$ cat src/rtl/kpc_pkg.sv
// Shared widths, constants and types of the keypad press classifier.
package kpc_pkg;

	localparam int ROW_W = 2;
	localparam int COL_W = 4;
	localparam int CNT_W = 8;

	typedef logic [CNT_W-1:0] cnt_t;

	localparam cnt_t HOLD_LOCKED = 8'hFF;
	localparam cnt_t LIMIT_RESET = 8'd50;

	typedef struct packed {
		logic short_evt;
		logic long_evt;
	} kpc_lane_evt_t;

	typedef struct packed {
		logic [ROW_W-1:0] row_number;
		logic [COL_W-1:0] short_mask;
		logic [COL_W-1:0] long_mask;
	} kpc_result_t;

endpackage

$ cat src/rtl/kpc_in_if.sv
// Row sample channel: valid/ready handshake with row index and column levels.
interface kpc_in_if;
	logic                     valid;
	logic                     ready;
	logic [kpc_pkg::ROW_W-1:0] row_index;
	logic [kpc_pkg::COL_W-1:0] column_levels;

	modport source (output valid, output row_index, output column_levels, input ready);
	modport sink (input valid, input row_index, input column_levels, output ready);
endinterface

$ cat src/rtl/kpc_out_if.sv
// Event channel: valid/ready handshake with row number and short/long event masks.
interface kpc_out_if;
	logic                     valid;
	logic                     ready;
	logic [kpc_pkg::ROW_W-1:0] row_number;
	logic [kpc_pkg::COL_W-1:0] short_mask;
	logic [kpc_pkg::COL_W-1:0] long_mask;

	modport source (output valid, output row_number, output short_mask, output long_mask,
		input ready);
	modport sink (input valid, input row_number, input short_mask, input long_mask,
		output ready);
endinterface

$ cat src/rtl/keypad_press_classifier.sv
// Top level of the keypad press classifier: column lanes plus event merge.
//
// samples: one scanned keypad row per transaction, the row index and the
//   active-low column levels (bit low means the key is held).
// events: one transaction per sample, echoing the row with a short-press
//   mask (released before passing the long limit) and a long-press mask
//   (hold count just passed the limit).
// cfg_we/cfg_data: write long_press_limit; write only while the block is idle.
// Each column has its own lane with the hold counters of every row, so one
// row's columns update side by side in the cycle the sample is accepted.
// The result is registered in the output buffer when the sample is accepted.
// Throughput: one sample per cycle while samples.ready is high, set by the
//   combinational counter read-update-write in each lane.
// Stall: a two-entry output buffer keeps accepting while one result waits;
//   samples.ready drops only when both entries are full.
// Reset: all hold counters clear, the limit returns to 50, buffers empty.
module keypad_press_classifier #(
	parameter int ROW_COUNT    = 4,
	parameter int COLUMN_COUNT = 4
) (
	input  logic                      clk,
	input  logic                      arst_n,
	input  logic                      cfg_we,
	input  kpc_pkg::cnt_t             cfg_data,
	kpc_in_if.sink                    samples,
	kpc_out_if.source                 events
);
	import kpc_pkg::*;

	localparam int LANES = (COLUMN_COUNT < COL_W) ? COLUMN_COUNT : COL_W;

	cnt_t          limit_q;
	logic          accept;
	logic          row_ok;
	kpc_lane_evt_t lane_evt [LANES];

	always_ff @(posedge clk or negedge arst_n) begin
		if (!arst_n) begin
			limit_q <= LIMIT_RESET;
		end else if (cfg_we) begin
			limit_q <= cfg_data;
		end
	end

	assign accept = samples.valid && samples.ready;
	assign row_ok = (32'(samples.row_index) < ROW_COUNT);

	for (genvar c = 0; c < LANES; c++) begin : g_lane
		kpc_lane #(
			.ROWS(ROW_COUNT)
		) u_lane (
			.clk       (clk),
			.arst_n    (arst_n),
			.accept    (accept),
			.active    (row_ok),
			.row_index (samples.row_index),
			.pressed   (!samples.column_levels[c]),
			.limit     (limit_q),
			.evt       (lane_evt[c])
		);
	end

	kpc_merge #(
		.LANES(LANES)
	) u_merge (
		.clk       (clk),
		.arst_n    (arst_n),
		.in_valid  (samples.valid),
		.in_ready  (samples.ready),
		.row_index (samples.row_index),
		.lane_evt  (lane_evt),
		.events    (events)
	);

endmodule

$ cat src/rtl/kpc_lane.sv
// One column lane: hold counters of every row for that column and press classification.
module kpc_lane #(
	parameter int ROWS = 4
) (
	input  logic                      clk,
	input  logic                      arst_n,
	input  logic                      accept,
	input  logic                      active,
	input  logic [kpc_pkg::ROW_W-1:0] row_index,
	input  logic                      pressed,
	input  kpc_pkg::cnt_t             limit,
	output kpc_pkg::kpc_lane_evt_t    evt
);
	import kpc_pkg::*;

	localparam int SEL_W = (ROWS > 1) ? $clog2(ROWS) : 1;

	cnt_t          cnt_q [ROWS];
	logic [SEL_W-1:0] sel;
	cnt_t          cnt;
	cnt_t          cnt_inc;
	cnt_t          cnt_next;
	kpc_lane_evt_t evt_raw;

	assign sel     = SEL_W'(row_index);
	assign cnt     = active ? cnt_q[sel] : '0;
	assign cnt_inc = cnt + 1'b1;

	always_comb begin
		cnt_next = cnt;
		evt_raw  = '0;
		if (pressed) begin
			if (cnt != HOLD_LOCKED) begin
				if (cnt_inc > limit) begin
					evt_raw.long_evt = 1'b1;
					cnt_next         = HOLD_LOCKED;
				end else begin
					cnt_next = cnt_inc;
				end
			end
		end else if (cnt != '0) begin
			// a locked counter already reported its long press
			evt_raw.short_evt = (cnt != HOLD_LOCKED);
			cnt_next          = '0;
		end
	end

	assign evt = active ? evt_raw : '0;

	always_ff @(posedge clk or negedge arst_n) begin
		if (!arst_n) begin
			for (int i = 0; i < ROWS; i++) begin
				cnt_q[i] <= '0;
			end
		end else if (accept && active) begin
			cnt_q[sel] <= cnt_next;
		end
	end

endmodule

$ cat src/rtl/kpc_merge.sv
// Merge lane events into row masks and hold them in a two-entry output buffer.
module kpc_merge #(
	parameter int LANES = 4
) (
	input  logic                      clk,
	input  logic                      arst_n,
	input  logic                      in_valid,
	output logic                      in_ready,
	input  logic [kpc_pkg::ROW_W-1:0] row_index,
	input  kpc_pkg::kpc_lane_evt_t    lane_evt [LANES],
	kpc_out_if.source                 events
);
	import kpc_pkg::*;

	kpc_result_t res;
	kpc_result_t main_q;
	kpc_result_t skid_q;
	logic        main_vld_q;
	logic        skid_vld_q;
	logic        in_fire;
	logic        out_fire;

	always_comb begin
		res            = '0;
		res.row_number = row_index;
		for (int c = 0; c < LANES; c++) begin
			res.short_mask[c] = lane_evt[c].short_evt;
			res.long_mask[c]  = lane_evt[c].long_evt;
		end
	end

	assign in_ready = !skid_vld_q;
	assign in_fire  = in_valid && in_ready;
	assign out_fire = main_vld_q && events.ready;

	always_ff @(posedge clk or negedge arst_n) begin
		if (!arst_n) begin
			main_vld_q <= 1'b0;
			skid_vld_q <= 1'b0;
		end else begin
			if (skid_vld_q) begin
				// drain the skid entry into the output slot once it frees
				if (out_fire) begin
					skid_vld_q <= 1'b0;
				end
			end else begin
				main_vld_q <= in_fire || (main_vld_q && !out_fire);
				if (in_fire && main_vld_q && !out_fire) begin
					skid_vld_q <= 1'b1;
				end
			end
		end
	end

	always_ff @(posedge clk) begin
		if (skid_vld_q && out_fire) begin
			main_q <= skid_q;
		end else if (in_fire && (!main_vld_q || out_fire)) begin
			main_q <= res;
		end
		if (in_fire && main_vld_q && !out_fire) begin
			skid_q <= res;
		end
	end

	assign events.valid      = main_vld_q;
	assign events.row_number = main_q.row_number;
	assign events.short_mask = main_q.short_mask;
	assign events.long_mask  = main_q.long_mask;

endmodule
$ cat src/flat_wrapper.sv
// flat-port wrapper written by rule: the top's interface ports become plain ports
module keypad_press_classifier_flat import kpc_pkg::*;
#(
	parameter int ROW_COUNT    = 4,
	parameter int COLUMN_COUNT = 4
)
  (clk, arst_n, cfg_we, cfg_data, samples_valid, samples_row_index, samples_column_levels, samples_ready, events_valid, events_row_number, events_short_mask, events_long_mask, events_ready);
  kpc_in_if samples_i ();
  kpc_out_if events_i ();
  input  logic clk;
  input  logic arst_n;
  input  logic cfg_we;
  input  kpc_pkg::cnt_t cfg_data;
  input wire logic [$bits(samples_i.valid)-1:0] samples_valid;
  input wire logic [$bits(samples_i.row_index)-1:0] samples_row_index;
  input wire logic [$bits(samples_i.column_levels)-1:0] samples_column_levels;
  output wire logic [$bits(samples_i.ready)-1:0] samples_ready;
  output wire logic [$bits(events_i.valid)-1:0] events_valid;
  output wire logic [$bits(events_i.row_number)-1:0] events_row_number;
  output wire logic [$bits(events_i.short_mask)-1:0] events_short_mask;
  output wire logic [$bits(events_i.long_mask)-1:0] events_long_mask;
  input wire logic [$bits(events_i.ready)-1:0] events_ready;
  assign samples_i.valid = samples_valid;
  assign samples_i.row_index = samples_row_index;
  assign samples_i.column_levels = samples_column_levels;
  assign samples_ready = samples_i.ready;
  assign events_valid = events_i.valid;
  assign events_row_number = events_i.row_number;
  assign events_short_mask = events_i.short_mask;
  assign events_long_mask = events_i.long_mask;
  assign events_i.ready = events_ready;
  keypad_press_classifier #(.ROW_COUNT(ROW_COUNT), .COLUMN_COUNT(COLUMN_COUNT)) u_core (.clk(clk), .arst_n(arst_n), .cfg_we(cfg_we), .cfg_data(cfg_data), .samples(samples_i), .events(events_i));
endmodule
$ cat config.mk
export PLATFORM = sky130hd
export DESIGN_NAME = keypad_press_classifier_flat
export DESIGN_NICKNAME = d
export VERILOG_FILES = /design/src/rtl/kpc_pkg.sv /design/src/rtl/kpc_in_if.sv /design/src/rtl/kpc_out_if.sv /design/src/rtl/keypad_press_classifier.sv /design/src/rtl/kpc_lane.sv /design/src/rtl/kpc_merge.sv /design/src/flat_wrapper.sv
export SDC_FILE = /design/constraint.sdc
export NUM_CORES = 1
export LEC_CHECK = 0
export ABC_CLOCK_PERIOD_IN_PS = 3300
export BUFFER_PORTS_ARGS = -buffer_cell sky130_fd_sc_hd__buf_2
export CORE_MARGIN = 2
export CORE_UTILIZATION = 58
export CTS_BUF_LIST = sky130_fd_sc_hd__clkbuf_8
export CTS_CLUSTER_SIZE = 30
export DETAILED_ROUTE_END_ITERATION = 16
export HOLD_SLACK_MARGIN = 0.02
export PLACE_DENSITY = 0.87
export SYNTH_ARGS = -nofsm -noshare
export SYNTH_HDL_FRONTEND = slang
export SYNTH_SLANG_ARGS = --single-unit
$ cat constraint.sdc
create_clock -name clk -period 3.3 [get_ports clk]
set_input_delay 0.33 -clock clk [delete_from_list [all_inputs] [get_ports clk]]
set_output_delay 0.33 -clock clk [all_outputs]
set_load 0.02 [all_outputs]
### Word-level counts from Yosys, hierarchy flattened

Cells that the tools add are included.
W data, S select, Z words.

* register bits after elaboration: 158
* input bits: 19
* output and inout bits: 12
* word-level logic and storage cells: 117

* $add $sub $neg: 4
* magnitude comparators: 6
* equality and inequality tests: 4
* muxes and demuxes: 59
* bitwise gates (word level): 1
* reductions and logical operators: 18

Operators by type and width (count)
* $mux W8: 25
* $bwmux W32: 4
* $bmux W8 S2: 4
* $add A8 B1 Y8 const B: 4
* $gt A8 B8 Y1: 4
* $ne A8 B8 Y1 const B: 4
* $reduce_bool A8 Y1: 4
* $mux W1: 23
* $mux W10: 2
* $demux W8 S2: 1
* $logic_and A1 B1 Y1: 8
* $ge A3 B3 Y1 const B: 1
* $logic_not A1 Y1: 3
* $lt A3 B1 Y1 const B: 1
* $not A2 Y3: 1
* $logic_or A1 B1 Y1: 2
* $reduce_bool A2 Y1: 1

### Longest topological paths before layout

Gate-level depths: netlist of the first run.

* word-level depth: 11
* mapped depth: 16
* gate-level depth less buffers: 14

### By module

From an unflattened synthesis of the first run, not the netlist that was laid out.

* cell total of the unflattened synthesis: 995
* area, all modules: 9992.1 um^2

By module, submodules not included
* kpc_lane at u_core.g_lane[0].u_lane ...: instances 3, cells each 234, area an instance 2204.6 um^2, sequential area each 800.8 um^2
* kpc_lane at u_core.g_lane[3].u_lane: instances 1, cells each 227, area an instance 2183.3 um^2, sequential area each 800.8 um^2
* kpc_merge: instances 1, cells each 43, area an instance 834.6 um^2, sequential area each 650.6 um^2
* keypad_press_classifier: instances 1, cells each 23, area an instance 360.3 um^2, sequential area each 203.9 um^2

### Worst setup path after synthesis of the first run

No wires, ideal clock.

* kind: input port to flip-flop
* start: in samples_row_index[0]
* end: reg u_core.u_merge.main_q, in the netlist u_core.u_merge.events.long_mask[3], data pin
* arrival time: 3589 ps
* required time: 3170 ps
* setup slack: -419 ps
* stages: 15
* path buffers: 2
* cells stage by stage: buf_6 buf_6 mux2_4 o21ai_2 clkinv_1 ha_1 nand3_1 nor2_1 xnor2_1 ha_1 and4_1 a311oi_1 a2111oi_0 and2_1 mux2_2

RTL lines
* start: declaration: RTL line flat_wrapper.sv:15 `input wire logic [$bits(samples_i.row_index)-1:0] samples_row_index;`
* end signal: assignment: RTL line kpc_merge.sv:57 `main_q <= skid_q;`
* end signal: assignment: RTL line kpc_merge.sv:59 `main_q <= res;`
* end: declaration: RTL line kpc_merge.sv:16 `kpc_result_t main_q;`

### Worst setup path in the final report of the first run

* start: reg u_core.g_lane[1].u_lane.cnt_q[1] (netlist name)
* end: reg u_core.g_lane[1].u_lane.cnt_q[29] (netlist name)

* longest elaborated chain between the ends: 9
* elaborated cells between the ends (all ways): 12
* those cells by class: 1 x add/sub; 1 x order compare; 1 x eq/ne; 8 x mux; 1 x reduce/logical

Ends and longest elaborated chain
* start: declaration: RTL line kpc_lane.sv:18 `cnt_t cnt_q [ROWS];`
* start signal: indexed assignment: RTL line kpc_lane.sv:56 `cnt_q[sel] <= cnt_next;`
* $bmux W8 S2 (*): RTL line kpc_lane.sv:26 `assign cnt = active ? cnt_q[sel] : '0;`
* $mux W8 (not written as such) (*) (2 in a row): RTL line kpc_lane.sv:26
* $add A8 B1 Y8: RTL line kpc_lane.sv:27 `assign cnt_inc = cnt + 1'b1;`
* $gt A8 B8 Y1: RTL line kpc_lane.sv:34 `if (cnt_inc > limit) begin`
* $mux W8: RTL line kpc_lane.sv:34
* $mux W8: RTL line kpc_lane.sv:33 `if (cnt != HOLD_LOCKED) begin`
* $mux W8 (*): RTL line kpc_lane.sv:32 `if (pressed) begin`
* $bwmux W32 (*): RTL line kpc_lane.sv:56

Mark *: on every way between the ends. The rest lies on a longest branch, timed or not. The select of a mux whose other input is x is not followed.
A chain may end at the register's enable or synchronous reset.

==> results of run 1 <==
-- power breakdown --
group	internal [mW]	switching, mW	leakage (nW)
clock	0.964	0.731	0.244
sequential	2.61	0.351	2.02
combinational	1.93	2.32	2.56
total	5.50	3.40	4.83
-- final cells by class --
type                    instances  area, um2
diodes                          1       2.50
clock buffers                  17        234
clock inverters                14        225
fillers                       899       4250
inverters                      28        106
multi-input cells             614       4890
flip-flops and latches        158       4060
well taps                     188        235
repair buffers                148       1090
-- logic make-up after synthesis --
group / Yosys count / synth area share
adders and majority gates: 40 / 0.0563
and+or+nand+nor: 284 / 0.164
DFF: 158 / 0.457
xor gates and xnor gates: 21 / 0.0207
muxes: 46 / 0.0976
buffers and inverters: 68 / 0.0331
AOI/OAI and AO/OA: 223 / 0.171
-- layer usage --
layer | vias to the layer above | routed length [um]
met5 | - | 0
met1 | 3899 | 9920
li1 | 3412 | -
met3 | 91 | 2260
met4 | 0 | 881
met2 | 516 | 12000
-- how the worst max path moves through the flow --
stage	end	slack (ns)	from	depth (start not counted)
floorplan	u_core.u_merge.events.long_mask[1]	0.002	samples_row_index[0]	14
global route	u_core.g_lane[1].u_lane.cnt_q[15]	-0.17	u_core.g_lane[1].u_lane.cnt_q[0]	12
finish	u_core.g_lane[1].u_lane.cnt_q[29]	-0.07	u_core.g_lane[1].u_lane.cnt_q[1]	12
CTS	u_core.g_lane[1].u_lane.cnt_q[23]	0.005	u_core.g_lane[1].u_lane.cnt_q[1]	12
global placement	u_core.g_lane[0].u_lane.cnt_q[17]	-0.19	samples_row_index[0]	13
detailed placement	u_core.g_lane[1].u_lane.cnt_q[30]	-0.27	samples_row_index[0]	14
-- critical path, stage by stage (launching register included) --
cell      delay [ns]
dfrtp_1         0.41
mux4_2          0.57
nand4_1         0.21
nor2_2          0.07
xor2_1          0.24
ha_1            0.30
buf_6           0.14
a21o_4          0.23
a311oi_4        0.30
a211oi_4        0.12
o41ai_2         0.36
buf_4           0.20
o21ai_1         0.08
-- stage by stage --
stage	setup WS, ns	hold WS (ns)
2_1_floorplan	0.00153	0.0344
3_3_place_gp	-0.187	0.398
3_5_place_dp	-0.273	0.404
4_1_cts	0.00524	0.0567
5_1_grt	-0.169	0.0848
6_report	-0.0706	0.0775
-- repair_timing --
item / in CTS / in global routing
gates resized for setup: 4 / 41
pin swaps: 0 / 14
cloned: 0 / 0
hold buffers: 1 / 0
setup buffers: 0 / 8
endpoints found under the setup margin: 8 / 41
endpoints found under the hold margin: 74 / 0
-- cell usage in the layout, fill, tap and decap left out, types with 4 or more instances in the layout --
master and instances:
mux4_2 31, clkbuf_8 17, xor2_1 5, and4_1 6
a31oi_1 8, nor3_1 9, or3_1 7, xnor2_1 14
a21oi_1 16, a21o_1 9, o31ai_1 19, o21ai_1 8
nand4_1 17, buf_4 112, dfrtp_1 135, o21ai_0 60
nand2b_1 4, nand3_1 26, a22o_1 36, nor2_1 34
o211ai_1 17, buf_2 29, mux2_2 11, bufinv_16 6
nand2_1 124, and3_1 10, inv_1 30, edfxtp_1 20
ha_1 38, nand3b_1 5
-- flip-flops by register name, summed over array words and instances (netlist names) --
register / count
u_core.u_merge.events.short_mask: 4
u_core.u_merge.events.row_number: 2
u_core.u_merge.skid_q: 10
u_core.limit_q: 8
u_core.u_merge.skid_vld_q: 1
u_core.u_merge.events.valid: 1
u_core.g_lane.u_lane.cnt_q: 128
u_core.u_merge.events.long_mask: 4
==> impl_metrics.toml, run 1 <==
[power]
power.total_mw = 8.91
worst_ir_drop_vdd_uv = 372
powerDensity_nw_per_um2 = 822
p_leak_nw = 4.83

[detailed_routing]
antenna_left = 0
vias = 7918
wl_per_cell_um = 21.5
routed_via_density = 6.78
firstDrtPassIters = 6
wl_mm = 25.1
drc = 0
first_iter_violations = 1223

[placement]
io_buffers = 30
gp_congestion = 0.939
dp.cells = 1129
hpwlAfterDp_mm = 16.2
dpl-instance-area_um2 = 10100

[clock_tree]
clk_pin_slew_worst_paths_ns = 0.08
cts-root-buf = "clkbuf_8"
cts_tree = "done"
cts_buffers = 17
clk_latency_ns = 0.48
cts.sinks = 158
htreeDepth = 4
clock_path_buffers = 2

[synth]
synth_most_common_cell = "dfrtp_1"
synth_edf_count = 20
post_synth.cell_area_avg_um2 = 10.6
ys.flop_type = "dfrtp_1"
ys_ff_latch = 158
syn_nets = 899
synth.top_cell.area_share = 0.380
synthDistinctLibCells = 74
synthArstFlopShare = 0.873
synthTopCellsByArea = "dfrtp_1, mux4_2, edfxtp_1, ha_1, nand2_1"
yosys_warnings = 0
synth_commonest_cells = "dfrtp_1, nand2_1, o21ai_0"
netlist_instances = 840
synth_top_cell_by_area = "dfrtp_1"
ys_seq_area_frac = 0.457
synth_area_um2 = 8880

[setup_path]
critPathMaxFanout = 7
critPathRequiredTime_ns = 3.64
path_class = "flop to flop"
reg2regPathDepth = 12
r2r_start = "u_core.g_lane[1].u_lane.cnt_q[1]"
reg2reg_slack_ns = -0.07
r2r_end = "u_core.g_lane[1].u_lane.cnt_q[29]"
cp-start-kind = "flop"
arrival_ns = 3.71
setup.worst_path.end_class = "flop"

[die]
die_x_um = 128
core-area_um2 = 15100
fp.dieH_um = 128
rows = 45
die_area_um2 = 16300
start_util = 0.589
io_pins = 31

[layout]
final_area_um2 = 10800
stdcell_count = 1168
utilization = 0.718
area_delta_synth_final_pct = 22.0
final_nets = 1026
layout-drive-gt1-share = 0.292

[global_routing]
grt_pass1_wl_mm = 38.3
grt_usage = 0.299
use_met2 = 0.476
grt_max_degree = 78
grt_use_met3 = 0.0668
use_met1 = 0.397
gr-max-usage-layer = "met2"
overflow = 0
grt_pass1_vias = 7670
antenna_found_initial = 1

[sta]
setup_viol = 14
rsz0062_at_grt = "true"
clock_skew_ns = 0.0175
fmax_mhz = 297
slew_headroom = 0.434
fin_setup_tns_ns = -0.334
fin_crit_ns = 3.37
final_max_slew_viol_count = 0
max_slew.worst_pin.slew_ns = 0.844
period_share = 1.02
worst_slack_ns = -0.0706
finalHoldViolCount = 0

[job]
max_cap_viol_count = 0

[worst_hold_path]
holdCritStartpoint = "events_ready"
hold_path_depth = 2
holdPathEnd = "u_core.u_merge.skid_vld_q"
hp-class = "primary input to flop"

[outcome]
outcome = "finished, violations left"
failed_checks = "negative setup slack"
No activity file was read; power rests on OpenSTA's default activity.
==> run 2: changes to the inputs <==
- CORE_UTILIZATION: 58 -> 35
- PLACE_DENSITY: 0.87 -> 0.61
- SETUP_SLACK_MARGIN: not set -> 0.15
==> impl_metrics.toml, run 2 (synthesis results as in run 1) <==
[outcome]
outcome = "completed"

[placement]
hpwlAfterDp_mm = 16.5
gp_congestion = 0.857
dp_slack_ns = -0.248
dpl-instance-area_um2 = 10300
io_buffers = 30

[setup_path]
cp_cell_sequence = "mux4_2 -> ha_4 -> xor2_1 -> ha_1 -> a21o_1 -> a221oi_4 -> a211oi_4 -> or3_4 -> a22o_1"
arrival_ns = 3.47
critPathRequiredTime_ns = 3.65
slowest_delay_ns = 0.55
critPathMaxFanout = 6
cp-start-kind = "flop"
setup.worst_path.end_class = "flop"
path_class = "flop to flop"
worst_path_max_delay_cell = "mux4_2"

[detailed_routing]
wl_met1_mm = 11.1
wl_mm = 23.6
wl_met3_um = 927
routed_via_density = 5.51
drc = 0
wl_met2_mm = 11.3
firstDrtPassIters = 5
antenna_left = 0
vias = 7202
maxUsedRoutingLayer = "met4"
wl_per_cell_um = 18.1
first_iter_violations = 519

[clock_tree]
cts.sinks = 158
htreeDepth = 4
clock_path_buffers = 2
clk_pin_slew_worst_paths_ns = 0.09
cts_tree = "done"
clk_latency_ns = 0.47
cts_buffers = 17
cts-root-buf = "clkbuf_8"

[sta]
worst_slack_ns = 0.175
finalHoldViolCount = 0
setup_viol = 0
clock_skew_ns = 0.0157
hold_ws_ns = 0.0568
fmax_mhz = 320
period_share = 0.947
final_max_slew_viol_count = 0
fin_crit_ns = 3.13
slew_headroom = 0.371
fin_setup_tns_ns = 0
rsz0062_at_grt = "true"
max_slew.worst_pin.slew_ns = 0.939

[die]
die_x_um = 163
start_util = 0.355
core-area_um2 = 25000
fp.dieH_um = 163
io_pins = 31
die_area_um2 = 26700
rows = 58

[global_routing]
antenna_found_initial = 0
overflow = 0
grt_usage = 0.184
grt_pass1_wl_mm = 38.4
grt_max_degree = 78
grt_pass1_vias = 7303

[layout]
top_regs = "u_core.g_lane.u_lane.cnt_q (128), u_core.u_merge.skid_q (10), u_core.limit_q (8)"
final_nets = 1023
top_register = "u_core.g_lane.u_lane.cnt_q"
final_common_cell = "dfrtp_1"
antenna_cells = 0
area_delta_synth_final_pct = 24.1
final_cell_mix = "dfrtp_1, nand2_1, buf_4"
largest_reg_flops = 128
layout-drive-gt1-share = 0.308
final_area_um2 = 11000

[worst_hold_path]
hp-class = "primary input to flop"

[power]
seqPwrFrac = 0.336
p_switching_mw = 3.32
p_leak_nw = 4.81
worst_ir_drop_vdd_uv = 423
p_sw_frac = 0.384
p_int_mw = 5.32
p_comb_frac = 0.498
powerDensity_nw_per_um2 = 783
clock_power_share = 0.165

[job]
max_cap_viol_count = 0
==> run 2: area by class of cell <==
cell class / instances / area (um2)
flip-flops and latches: 158 / 4060
inverters: 28 / 106
clock inverters: 14 / 131
clock buffers: 18 / 248
multi-input cells: 614 / 4990
well taps: 330 / 413
fillers: 2363 / 14000
repair buffers: 145 / 1080
==> run 2: critical path, delay by kind of cell, from the launching register on <==
kind                     cells  cell delay [ns]
flip-flops                   1             0.39
XOR/XNOR                     1             0.27
AND/OR/NAND/NOR              1             0.39
multiplexers                 1             0.55
AO/OA/AOI/OAI                4             0.89
adder cells (fa/ha/maj)      2             0.52
==> run 2: final timing paths <==
check	start	endpoint	slack [ns]	depth (start not counted)
worst max register to register	u_core.g_lane[1].u_lane.cnt_q[1]	u_core.g_lane[1].u_lane.cnt_q[19]	0.17	9
min in group asynchronous	arst_n	u_core.g_lane[1].u_lane.cnt_q[6]	0.40	2
worst max-delay path	u_core.g_lane[1].u_lane.cnt_q[1]	u_core.g_lane[1].u_lane.cnt_q[19]	0.17	9
worst min-delay path	events_ready	u_core.u_merge.skid_vld_q	0.06	2
max in group asynchronous	arst_n	u_core.g_lane[3].u_lane.cnt_q[9]	2.09	3
worst min register to register	u_core.g_lane[2].u_lane.cnt_q[7]	u_core.g_lane[2].u_lane.cnt_q[7]	0.48	2
==> run 2: metrics by stage <==
step | power (mW) | utilization | cells
6_report | 8.64 | 0.440 | 1307
5_1_grt | 9.24 | 0.440 | 1307
4_1_cts | 8.32 | 0.429 | 1304
3_5_place_dp | 6.86 | 0.413 | 1271
3_3_place_gp | 6.78 | 0.413 | 1271
2_1_floorplan | 5.45 | - | 840
==> run 2: what timing repair did <==
item                                    in CTS  in global routing
setup buffers                                0                  3
gates cloned                                 0                  0
hold buffers                                 1                  0
endpoints found under the hold margin       58                  0
pin swaps                                    0                 25
endpoints found under the setup margin      10                 99
resized for setup                            3                 56
==> run 2: metal layers <==
| layer | global-route usage | vias up |
|---|---|---|
| met5 | 0 | - |
| met4 | 0.0527 | 0 |
| met3 | 0.0274 | 22 |
| met2 | 0.300 | 147 |
| met1 | 0.253 | 3639 |
| li1 | - | 3394 |
==> run 2: power by group through the flow <==
stage	clock (mW)	sequential, mW	combinational [mW]
2_1_floorplan	0	2.93	2.52
3_3_place_gp	0	2.93	3.85
3_5_place_dp	0	2.93	3.92
4_1_cts	1.46	2.90	3.95
5_1_grt	1.55	2.97	4.72
6_report	1.43	2.91	4.30
